`config.mk`:
```
export PLATFORM = sky130hd
export DESIGN_NAME = exp_golomb_bit_packer_top
export DESIGN_NICKNAME = d
export VERILOG_FILES = /design/src/exgp_pkg.sv /design/src/exgp_encoder.sv /design/src/exgp_fifo.sv /design/src/exgp_packer.sv /design/src/exp_golomb_bit_packer_top.sv
export SDC_FILE = /design/constraint.sdc
export NUM_CORES = 1
export LEC_CHECK = 0
export BUFFER_PORTS_ARGS = -buffer_cell sky130_fd_sc_hd__buf_2
export CORE_ASPECT_RATIO = 1.5
export CORE_MARGIN = 3
export CORE_UTILIZATION = 52
export DETAILED_ROUTE_END_ITERATION = 6
export MAX_ROUTING_LAYER = met4
export PLACE_DENSITY_LB_ADDON = 0.08
export SETUP_SLACK_MARGIN = 0.05
export SLEW_MARGIN = 40
export SYNTH_ARGS = -nofsm -noshare
export SYNTH_HDL_FRONTEND = slang
export SYNTH_HIERARCHICAL = 1
export SYNTH_SLANG_ARGS = --single-unit
```
`constraint.sdc`:
```
create_clock -name i_clk -period 11.3 [get_ports i_clk]
set_input_delay 2.825 -clock i_clk [delete_from_list [all_inputs] [get_ports i_clk]]
set_output_delay 2.825 -clock i_clk [all_outputs]
set_load 0.1 [all_outputs]
```
`src/exgp_pkg.sv`:
```
// shared constants, types and a helper function for the exp-golomb bit packer
package exgp_pkg;

    // field widths of one request, the output byte and the pending bit count
    localparam int KIND_W  = 3;
    localparam int VALUE_W = 26;
    localparam int CNT_W   = 5;
    localparam int BYTE_W  = 8;
    localparam int PEND_W  = $clog2(BYTE_W);

    // codeword limits
    localparam int ESCAPE_PREFIX = 10;
    localparam int ESCAPE_BITS   = 25;
    localparam int EG_MAX        = 2046;
    localparam int EG_W          = 11;
    localparam int RAW_MAX       = 25;
    localparam int BLEN_W        = 5;

    // escape value range
    localparam int ESC_W = ((ESCAPE_BITS > ESCAPE_PREFIX) ? ESCAPE_BITS : ESCAPE_PREFIX) + 1;
    localparam int CMP_W = (ESC_W > VALUE_W) ? ESC_W : VALUE_W;
    localparam logic [ESC_W-1:0] ESC_HI = (ESCAPE_BITS > ESCAPE_PREFIX)
        ? ESC_W'((64'd1 << ESCAPE_BITS) - 64'd2)
        : ESC_W'((64'd1 << ESCAPE_PREFIX) - 64'd2);

    // codeword and accumulator sizes
    localparam int CODE_A = ESCAPE_PREFIX + ESCAPE_BITS;
    localparam int CODE_B = (2 * ESCAPE_PREFIX) - 1;
    localparam int CODE_C = (VALUE_W > 2 * EG_W) ? VALUE_W : 2 * EG_W;
    localparam int CODE_AB = (CODE_A > CODE_B) ? CODE_A : CODE_B;
    localparam int CODE_W = (CODE_AB > CODE_C) ? CODE_AB : CODE_C;
    localparam int ACC_W  = CODE_W + BYTE_W;
    localparam int LEN_W  = $clog2(ACC_W + 1);

    // queue between encoder and packer
    localparam int FIFO_DEPTH = 2;
    localparam int PTR_W      = $clog2(FIFO_DEPTH);

    // kind codes
    localparam logic [KIND_W-1:0] KIND_UNSIGNED = 3'd0;
    localparam logic [KIND_W-1:0] KIND_SIGNED   = 3'd1;
    localparam logic [KIND_W-1:0] KIND_ESCAPE   = 3'd2;
    localparam logic [KIND_W-1:0] KIND_UNARY3   = 3'd3;
    localparam logic [KIND_W-1:0] KIND_UNARY2   = 3'd4;
    localparam logic [KIND_W-1:0] KIND_RAW      = 3'd5;
    localparam logic [KIND_W-1:0] KIND_FLUSH    = 3'd6;
    localparam logic [KIND_W-1:0] KIND_UNUSED   = 3'd7;

    // one classified codeword, left aligned
    typedef struct packed {
        logic [CODE_W-1:0] code;
        logic [LEN_W-1:0]  len;
        logic              flush;
    } t_code;

    // number of significant bits
    function automatic logic [BLEN_W-1:0] bit_len(input logic [15:0] m);
        logic [BLEN_W-1:0] n;
        n = '0;
        for (int i = 0; i < 16; i++) begin
            if (m[i]) begin
                n = BLEN_W'(i + 1);
            end
        end
        return n;
    endfunction

endpackage

```
`src/exgp_encoder.sv`:
```
// front end: saturates the value and builds the left-aligned codeword
module exgp_encoder (
    input  logic [exgp_pkg::KIND_W-1:0]  i_kind,
    input  logic [exgp_pkg::VALUE_W-1:0] i_value,
    input  logic [exgp_pkg::CNT_W-1:0]   i_bit_count,
    output exgp_pkg::t_code              o_code
);

    logic                               v_neg;
    logic [exgp_pkg::VALUE_W-1:0]       v_abs;
    logic [exgp_pkg::EG_W-1:0]          u_eg;
    logic [exgp_pkg::EG_W-1:0]          mag;
    logic [exgp_pkg::EG_W-1:0]          eg_src;
    logic [exgp_pkg::EG_W-1:0]          m_eg;
    logic [exgp_pkg::BLEN_W-1:0]        n_eg;
    logic [exgp_pkg::CMP_W-1:0]         val_ext;
    logic [exgp_pkg::ESC_W-1:0]         esc_u;
    logic [exgp_pkg::ESC_W-1:0]         m_esc;
    logic                               esc_short;
    logic [exgp_pkg::BLEN_W-1:0]        n_esc;
    logic [1:0]                         u_un3;
    logic [1:0]                         u_un2;
    logic [exgp_pkg::CNT_W-1:0]         raw_cnt;
    logic [exgp_pkg::CODE_W-1:0]        raw_mask;
    logic [exgp_pkg::CODE_W-1:0]        code_r;
    logic [exgp_pkg::LEN_W-1:0]         len_r;
    logic                               flush_r;

    // saturation of the value for each kind
    always_comb begin
        v_neg   = i_value[exgp_pkg::VALUE_W-1];
        v_abs   = v_neg ? (~i_value + 1'b1) : i_value;
        u_eg    = (v_neg) ? '0
                : (i_value > exgp_pkg::VALUE_W'(exgp_pkg::EG_MAX)) ? exgp_pkg::EG_W'(exgp_pkg::EG_MAX)
                : i_value[exgp_pkg::EG_W-1:0];
        mag     = (v_abs > exgp_pkg::VALUE_W'(exgp_pkg::EG_MAX)) ? exgp_pkg::EG_W'(exgp_pkg::EG_MAX)
                : v_abs[exgp_pkg::EG_W-1:0];
        eg_src  = (i_kind == exgp_pkg::KIND_SIGNED) ? mag : u_eg;
        m_eg    = eg_src + 1'b1;
        n_eg    = exgp_pkg::bit_len(16'(m_eg));

        val_ext = exgp_pkg::CMP_W'(i_value[exgp_pkg::VALUE_W-2:0]);
        esc_u   = (v_neg) ? '0
                : (val_ext > exgp_pkg::CMP_W'(exgp_pkg::ESC_HI)) ? exgp_pkg::ESC_HI
                : val_ext[exgp_pkg::ESC_W-1:0];
        m_esc   = esc_u + 1'b1;
        esc_short = m_esc < (exgp_pkg::ESC_W'(1) << exgp_pkg::ESCAPE_PREFIX);
        n_esc   = exgp_pkg::bit_len(16'(m_esc[exgp_pkg::ESCAPE_PREFIX-1:0]));

        u_un3   = (v_neg) ? 2'd0
                : (i_value >= exgp_pkg::VALUE_W'(3)) ? 2'd3 : i_value[1:0];
        u_un2   = (v_neg) ? 2'd0
                : (i_value >= exgp_pkg::VALUE_W'(2)) ? 2'd2 : i_value[1:0];

        raw_cnt  = (i_bit_count > exgp_pkg::CNT_W'(exgp_pkg::RAW_MAX))
                 ? exgp_pkg::CNT_W'(exgp_pkg::RAW_MAX) : i_bit_count;
        raw_mask = (exgp_pkg::CODE_W'(1) << raw_cnt) - 1'b1;
    end

    // right-aligned codeword and its length
    always_comb begin
        code_r  = '0;
        len_r   = '0;
        flush_r = 1'b0;
        unique case (i_kind)
            exgp_pkg::KIND_UNSIGNED: begin
                code_r = exgp_pkg::CODE_W'(m_eg);
                len_r  = exgp_pkg::LEN_W'({n_eg, 1'b0} - 1'b1);
            end
            exgp_pkg::KIND_SIGNED: begin
                if (mag != '0) begin
                    code_r = exgp_pkg::CODE_W'({m_eg, v_neg});
                    len_r  = exgp_pkg::LEN_W'({n_eg, 1'b0});
                end else begin
                    code_r = exgp_pkg::CODE_W'(1);
                    len_r  = exgp_pkg::LEN_W'(1);
                end
            end
            exgp_pkg::KIND_ESCAPE: begin
                code_r = exgp_pkg::CODE_W'(m_esc);
                if (esc_short) begin
                    len_r = exgp_pkg::LEN_W'({n_esc, 1'b0} - 1'b1);
                end else begin
                    len_r = exgp_pkg::LEN_W'(exgp_pkg::ESCAPE_PREFIX + exgp_pkg::ESCAPE_BITS);
                end
            end
            exgp_pkg::KIND_UNARY3: begin
                case (u_un3)
                    2'd0: begin
                        code_r = exgp_pkg::CODE_W'(0);
                        len_r  = exgp_pkg::LEN_W'(1);
                    end
                    2'd1: begin
                        code_r = exgp_pkg::CODE_W'(2);
                        len_r  = exgp_pkg::LEN_W'(2);
                    end
                    2'd2: begin
                        code_r = exgp_pkg::CODE_W'(6);
                        len_r  = exgp_pkg::LEN_W'(3);
                    end
                    default: begin
                        code_r = exgp_pkg::CODE_W'(7);
                        len_r  = exgp_pkg::LEN_W'(3);
                    end
                endcase
            end
            exgp_pkg::KIND_UNARY2: begin
                case (u_un2)
                    2'd0: begin
                        code_r = exgp_pkg::CODE_W'(0);
                        len_r  = exgp_pkg::LEN_W'(1);
                    end
                    2'd1: begin
                        code_r = exgp_pkg::CODE_W'(2);
                        len_r  = exgp_pkg::LEN_W'(2);
                    end
                    default: begin
                        code_r = exgp_pkg::CODE_W'(3);
                        len_r  = exgp_pkg::LEN_W'(2);
                    end
                endcase
            end
            exgp_pkg::KIND_RAW: begin
                code_r = exgp_pkg::CODE_W'(i_value) & raw_mask;
                len_r  = exgp_pkg::LEN_W'(raw_cnt);
            end
            exgp_pkg::KIND_FLUSH: begin
                flush_r = 1'b1;
            end
            default: begin
                code_r = '0;
            end
        endcase
    end

    // left align so the first stream bit sits in the top bit
    always_comb begin
        o_code.code  = code_r << (exgp_pkg::LEN_W'(exgp_pkg::CODE_W) - len_r);
        o_code.len   = len_r;
        o_code.flush = flush_r;
    end

endmodule

```
`src/exgp_fifo.sv`:
```
// short request queue between the encoder and the packer
module exgp_fifo (
    input  logic            i_clk,
    input  logic            i_rst_n,
    input  logic            i_push,
    input  exgp_pkg::t_code i_data,
    output logic            o_full,
    input  logic            i_pop,
    output logic            o_valid,
    output exgp_pkg::t_code o_data
);

    exgp_pkg::t_code                r_mem [exgp_pkg::FIFO_DEPTH];
    logic [exgp_pkg::PTR_W-1:0]     r_wr_ptr;
    logic [exgp_pkg::PTR_W-1:0]     r_rd_ptr;
    logic [exgp_pkg::PTR_W:0]       r_count;
    logic [exgp_pkg::PTR_W-1:0]     n_wr_ptr;
    logic [exgp_pkg::PTR_W-1:0]     n_rd_ptr;
    logic [exgp_pkg::PTR_W:0]       n_count;

    // status
    assign o_full  = (r_count == (exgp_pkg::PTR_W + 1)'(exgp_pkg::FIFO_DEPTH));
    assign o_valid = (r_count != '0);
    assign o_data  = r_mem[r_rd_ptr];

    // pointer and count updates
    always_comb begin
        n_wr_ptr = r_wr_ptr;
        n_rd_ptr = r_rd_ptr;
        n_count  = r_count;
        if (i_push) begin
            n_wr_ptr = (r_wr_ptr == exgp_pkg::PTR_W'(exgp_pkg::FIFO_DEPTH - 1))
                     ? '0 : r_wr_ptr + 1'b1;
        end
        if (i_pop) begin
            n_rd_ptr = (r_rd_ptr == exgp_pkg::PTR_W'(exgp_pkg::FIFO_DEPTH - 1))
                     ? '0 : r_rd_ptr + 1'b1;
        end
        if (i_push && !i_pop) begin
            n_count = r_count + 1'b1;
        end else if (i_pop && !i_push) begin
            n_count = r_count - 1'b1;
        end
    end

    // control registers
    always_ff @(posedge i_clk) begin
        if (!i_rst_n) begin
            r_wr_ptr <= '0;
            r_rd_ptr <= '0;
            r_count  <= '0;
        end else begin
            r_wr_ptr <= n_wr_ptr;
            r_rd_ptr <= n_rd_ptr;
            r_count  <= n_count;
        end
    end

    // storage
    always_ff @(posedge i_clk) begin
        if (i_push) begin
            r_mem[r_wr_ptr] <= i_data;
        end
    end

endmodule

```
`src/exgp_packer.sv`:
```
// back end: merges codewords behind pending bits, a byte per unstalled cycle
module exgp_packer (
    input  logic                        i_clk,
    input  logic                        i_rst_n,
    input  logic                        i_q_valid,
    input  exgp_pkg::t_code             i_q_data,
    output logic                        o_q_pop,
    output logic                        o_out_valid,
    input  logic                        i_out_stall,
    output logic [exgp_pkg::BYTE_W-1:0] o_out_byte,
    output logic                        o_last
);

    logic [exgp_pkg::ACC_W-1:0]  r_acc;
    logic [exgp_pkg::LEN_W-1:0]  r_len;
    logic                        r_out_valid;
    logic [exgp_pkg::BYTE_W-1:0] r_out_byte;
    logic                        r_last;
    logic [exgp_pkg::ACC_W-1:0]  n_acc;
    logic [exgp_pkg::LEN_W-1:0]  n_len;

    logic                        out_free;
    logic                        emit;
    logic                        load;
    logic [exgp_pkg::ACC_W-1:0]  base_acc;
    logic [exgp_pkg::LEN_W-1:0]  base_len;
    logic [exgp_pkg::ACC_W-1:0]  code_w;
    logic [exgp_pkg::ACC_W-1:0]  merged_acc;
    logic [exgp_pkg::LEN_W-1:0]  merged_len;

    // byte emission and next codeword merge in the same cycle
    always_comb begin
        out_free = !r_out_valid || !i_out_stall;
        emit     = (r_len >= exgp_pkg::LEN_W'(exgp_pkg::BYTE_W)) && out_free;
        base_acc = emit ? (r_acc << exgp_pkg::BYTE_W) : r_acc;
        base_len = emit ? (r_len - exgp_pkg::LEN_W'(exgp_pkg::BYTE_W)) : r_len;
        load     = i_q_valid && (base_len < exgp_pkg::LEN_W'(exgp_pkg::BYTE_W));

        code_w     = {i_q_data.code, exgp_pkg::BYTE_W'(0)};
        merged_acc = base_acc | (code_w >> base_len[exgp_pkg::PEND_W-1:0]);
        if (i_q_data.flush) begin
            merged_len = (base_len != '0) ? exgp_pkg::LEN_W'(exgp_pkg::BYTE_W) : '0;
        end else begin
            merged_len = base_len + i_q_data.len;
        end

        n_acc = load ? merged_acc : base_acc;
        n_len = load ? merged_len : base_len;
    end

    assign o_q_pop     = load;
    assign o_out_valid = r_out_valid;
    assign o_out_byte  = r_out_byte;
    assign o_last      = r_last;

    // accumulator; pending bits start out cleared
    always_ff @(posedge i_clk) begin
        if (!i_rst_n) begin
            r_acc <= '0;
            r_len <= '0;
        end else begin
            r_acc <= n_acc;
            r_len <= n_len;
        end
    end

    // output register
    always_ff @(posedge i_clk) begin
        if (!i_rst_n) begin
            r_out_valid <= 1'b0;
        end else if (emit) begin
            r_out_valid <= 1'b1;
        end else if (out_free) begin
            r_out_valid <= 1'b0;
        end
    end

    always_ff @(posedge i_clk) begin
        if (emit) begin
            r_out_byte <= r_acc[exgp_pkg::ACC_W-1 -: exgp_pkg::BYTE_W];
            r_last     <= (r_len < exgp_pkg::LEN_W'(2 * exgp_pkg::BYTE_W));
        end
    end

endmodule

```
`src/exp_golomb_bit_packer_top.sv`:
```
// exp-golomb bit packer top level: encoder, request queue and byte packer
// path: with queue and packer idle, the first byte of a request passes through the queue,
//   the packer accumulator and the output register; the packer takes a new request only once
//   under a byte of bits is pending, as bytes drain through its single byte-wide output register
// reset: synchronous active low; clears the queue, pending bits and output valid
module exp_golomb_bit_packer_top (
    input  logic                         i_clk,
    input  logic                         i_rst_n,
    input  logic                         i_in_valid,
    output logic                         o_in_stall,
    input  logic [exgp_pkg::KIND_W-1:0]  i_kind,
    input  logic [exgp_pkg::VALUE_W-1:0] i_value,
    input  logic [exgp_pkg::CNT_W-1:0]   i_bit_count,
    output logic                         o_out_valid,
    input  logic                         i_out_stall,
    output logic [exgp_pkg::BYTE_W-1:0]  o_out_byte,
    output logic                         o_last
);

    exgp_pkg::t_code enc_code;
    exgp_pkg::t_code q_data;
    logic            q_full;
    logic            q_valid;
    logic            q_pop;
    logic            push;

    // unused kind is taken and dropped
    assign o_in_stall = q_full;
    assign push       = i_in_valid && !q_full && (i_kind != exgp_pkg::KIND_UNUSED);

    exgp_encoder u_encoder (
        .i_kind      (i_kind),
        .i_value     (i_value),
        .i_bit_count (i_bit_count),
        .o_code      (enc_code)
    );

    exgp_fifo u_fifo (
        .i_clk   (i_clk),
        .i_rst_n (i_rst_n),
        .i_push  (push),
        .i_data  (enc_code),
        .o_full  (q_full),
        .i_pop   (q_pop),
        .o_valid (q_valid),
        .o_data  (q_data)
    );

    exgp_packer u_packer (
        .i_clk       (i_clk),
        .i_rst_n     (i_rst_n),
        .i_q_valid   (q_valid),
        .i_q_data    (q_data),
        .o_q_pop     (q_pop),
        .o_out_valid (o_out_valid),
        .i_out_stall (i_out_stall),
        .o_out_byte  (o_out_byte),
        .o_last      (o_last)
    );

endmodule

```
==> results.md <==
- Outcome: finished, final reports clean
- Fin crit period: 10.14 ns
- Critical path class: in2reg
- Ant. Diodes: 0
- Max Fanout on Critical Path: 24
- Final Hold Fails: 0
- Num CTS Buffers: 17
- Syn_nets: 1576
- Worst Hold Depth: 0
- WHS Endpoint: u_packer/o_out_byte[4]$_DFFE_PN_
- WP data arrival: 10.31 ns
- Total track usage: 30.42%
- # nets final: approximately 1500
- Met1 Track Usage GR: 29.96%
- Pin count of the biggest net entering global routing: 51
- Critical path's largest stage delay: 0.66 ns
- Worst skew pair latency: 0.42 ns
- P&R area growth vs syn: 6.599%
- Fraction of the mapped netlist area in simple logic gates: 21.85%
- Mux contribution to synthesized area: 16.09%
- Routability cong.: 0.9802
- Initial antenna violation count: 0
- Initial Util: 53.27%
- #FFs+latches synth: 148
- Post-Syn Area: 13060 um2
- FF-to-FF Start: u_packer/r_len[2]$_SDFFE_PN0P_
- Critical path launch point type: input port
- Compound-cell area share of the yosys netlist: 20.88%
- First-pass detailed-route iteration total: 6
- Vias per cell: between 6 and 7
- CTS tree: built
- Hold Path Class: reg2reg
- CP required: 11.48 ns
- Reg2Reg Depth: 8
- FF-to-FF End: u_packer/r_len[5]$_SDFF_PN0_
- Main combinational cell family by area after synthesis: simple AND/OR/NAND/NOR gates
- GR Util met2: a little under three fifths
- Wire per inst: 22.23 um
- Global-route wire length before repair: between 60000 and 70000 um
- WL final: 40410 um
- Setup_tns: 0 ns
- Layout fillers: around 2300
- Post-synth EDFFs: 93
- Setup Fix Bufs, Post-CTS: 0
- Die W: 135.4 um
- Ys async rst share: 0%
- Buf+Inv Stages, Crit Path: 5
- Final worst slack: 1.164 ns
- Commonest non-fill, non-tap cells in the layout: 208 x nand2_1, 107 x nor2_1, 93 x a21oi_1, 93 x edfxtp_1, 73 x o21ai_0
- Max-Cap Viols: 0
- PortBufs: 48
- Die area: approximately 27000 um2
- Core ar.: roughly 25000 um2
- Vias in the first global route: 11650
- Commonest non-fill, non-tap cell in the layout: nand2_1
- DRC Markers: 0
- Post-Route Skew: 0.01000 ns
- HPWL Detailed: between 30000 and 40000 um
- Routed vias: 11740
- Max clock buf depth: 2
- Seq/Total Area, Yosys: between 20 and 30%
- Clk root buf: clkbuf_16
- Peak VDD IR: around 0.00026 V
- Design Area, Final: 13930 um2
- P per Cell Area: about 190 nW/um2
- GR peak layer: met2
- Num ports: 49
- Prevailing post-synth register cell: edfxtp_1
- CP Capture Type: flop
- Worst slack, placed: between 0.8 and 0.9 ns
- DRT iter0 DRCs: 770
- H-tree Lvls: 4
- Max-slew violation count: 0
- Placed Cells: about 1800
- CTS clk-pin slew, worst paths: 0.06 ns
- Placed inst area: 13300 um2
- Post-CTS Resized: 0
- # rows: 70
- CTS Hold Bufs: 0
- Max-slew headroom: 46.22%
- Grt ovf: 0
- Setup violators final: 0
- Hold path start: u_packer/r_acc[39]$_SDFF_PN0_
- Unrepaired setup endpoints after global routing: false
- Met3 usage: 3.216%
- Unique masters post-synth: 106
- Crit-path slowest cell: or4_1
- F_max: 0.09865 GHz
- Worst-Margin Slew: 0.8067 ns
- Average size of a mapped cell: 8.606 um2
- Synth Area in Adders: 1.973%
- Reg2Reg Setup Slack: 8.56 ns
- Number of synthesis warnings: 6
- Share of layout cells above drive strength 1: ~16%
- Final worst-path cycle share: 89.70%
- DIE HEIGHT: ~200 um
- Fin util: 56.79%
- P_leak: 0.004989 uW
- Final ANT Viol Nets: 0
- Synth Area in XOR/XNOR: 3.544%
- Clock Sinks: 148
- Non-Filler Instances: 1818
- Crit-path leading delay family: simple AND/OR/NAND/NOR gates
- Cells after synthesis: 1518
==> synthesized netlist by cell type, drive strengths merged, types with 19 or more instances <==
cell / number / area, um2
inv: 35 / 133.9
mux2i: 72 / 720.7
nor2: 108 / 412.9
nand2: 210 / 793.3
a21oi: 95 / 479.2
mux4: 31 / 698.2
xor2: 26 / 235.2
buf: 44 / 309.0
mux2: 60 / 683.2
edfxtp: 93 / 2793
a31oi: 22 / 152.7
nor3: 43 / 225.2
a22oi: 19 / 142.6
dfxtp: 55 / 1101
clkbuf: 85 / 319.1
nor2b: 20 / 125.1
xnor2: 26 / 227.7
ha: 19 / 237.7
nand3: 39 / 195.2
o21ai: 79 / 406.6
and2: 20 / 125.1
==> kinds of logic after synthesis <==
| group | Yosys count |
|---|---|
| AND/OR/NAND/NOR | 576 |
| multiplexers | 163 |
| XOR/XNOR | 52 |
| flip-flops | 148 |
| AO/OA/AOI/OAI | 394 |
| buffers and inverters | 165 |
| adder cells (fa/ha/maj) | 20 |
==> power breakdown <==
part | internal [uW] | leakage (uW) | switching [uW]
registers | 708 | 0.00135 | 80.9
clock network | 371 | 0.000302 | 230
logic | 480 | 0.00334 | 772
==> registers in the layout (all words and copies together), names as in the netlist, named ones only <==
name                  flops
u_fifo/r_count            2
u_fifo/r_mem             84
u_fifo/r_rd_ptr           1
u_fifo/r_wr_ptr           1
u_packer/o_last           1
u_packer/o_out_byte       8
u_packer/o_out_valid      1
u_packer/r_acc           43
u_packer/r_len            6
==> per-layer routing <==
metal | vias to the layer above | share of wire, %
met1 | 5590 | 35
met3 | 161 | 3.0
met4 | 0 | 7.2
li1 | 5601 | -
met2 | 388 | 55
met5 | - | 0
==> area by class of cell <==
| class | count | area, um2 | share of cell area (%) |
|---|---|---|---|
| Clock buffer | 17 | 425.4 | 3.055 |
| Timing Repair Buffer | 73 | 427.9 | 3.073 |
| Multi-Input combinational cell | 1205 | 8429 | 60.53 |
| Inverter | 36 | 137.6 | 0.9883 |
| Tap cell | 324 | 405.4 | 2.911 |
| Clock inverter | 15 | 200.2 | 1.438 |
| Sequential cell | 148 | 3900 | 28.01 |
==> worst max-delay path by stage <==
stage                     from                       endpoint  slack (ns)  depth (start not counted)
CTS                 i_value[0]  u_fifo/r_mem[1][37]$_DFFE_PP_        1.24                         30
global placement    i_value[0]  u_fifo/r_mem[0][37]$_DFFE_PP_        0.91                         30
finish              i_value[0]  u_fifo/r_mem[1][37]$_DFFE_PP_        1.16                         30
detailed placement  i_value[0]  u_fifo/r_mem[1][37]$_DFFE_PP_        0.82                         30
floorplan           i_value[0]  u_fifo/r_mem[0][32]$_DFFE_PP_        1.15                         36
global route        i_value[0]  u_fifo/r_mem[1][37]$_DFFE_PP_        0.62                         30
==> per-stage QoR <==
stage	power, uW	hold WS, ns
floorplan	1802	0.4076
global placement	2043	0.4171
detailed placement	2052	0.4196
CTS	2663	0.4300
global route	2805	0.4379
finish	2643	0.4282
Power figures use the tool's default switching activity.
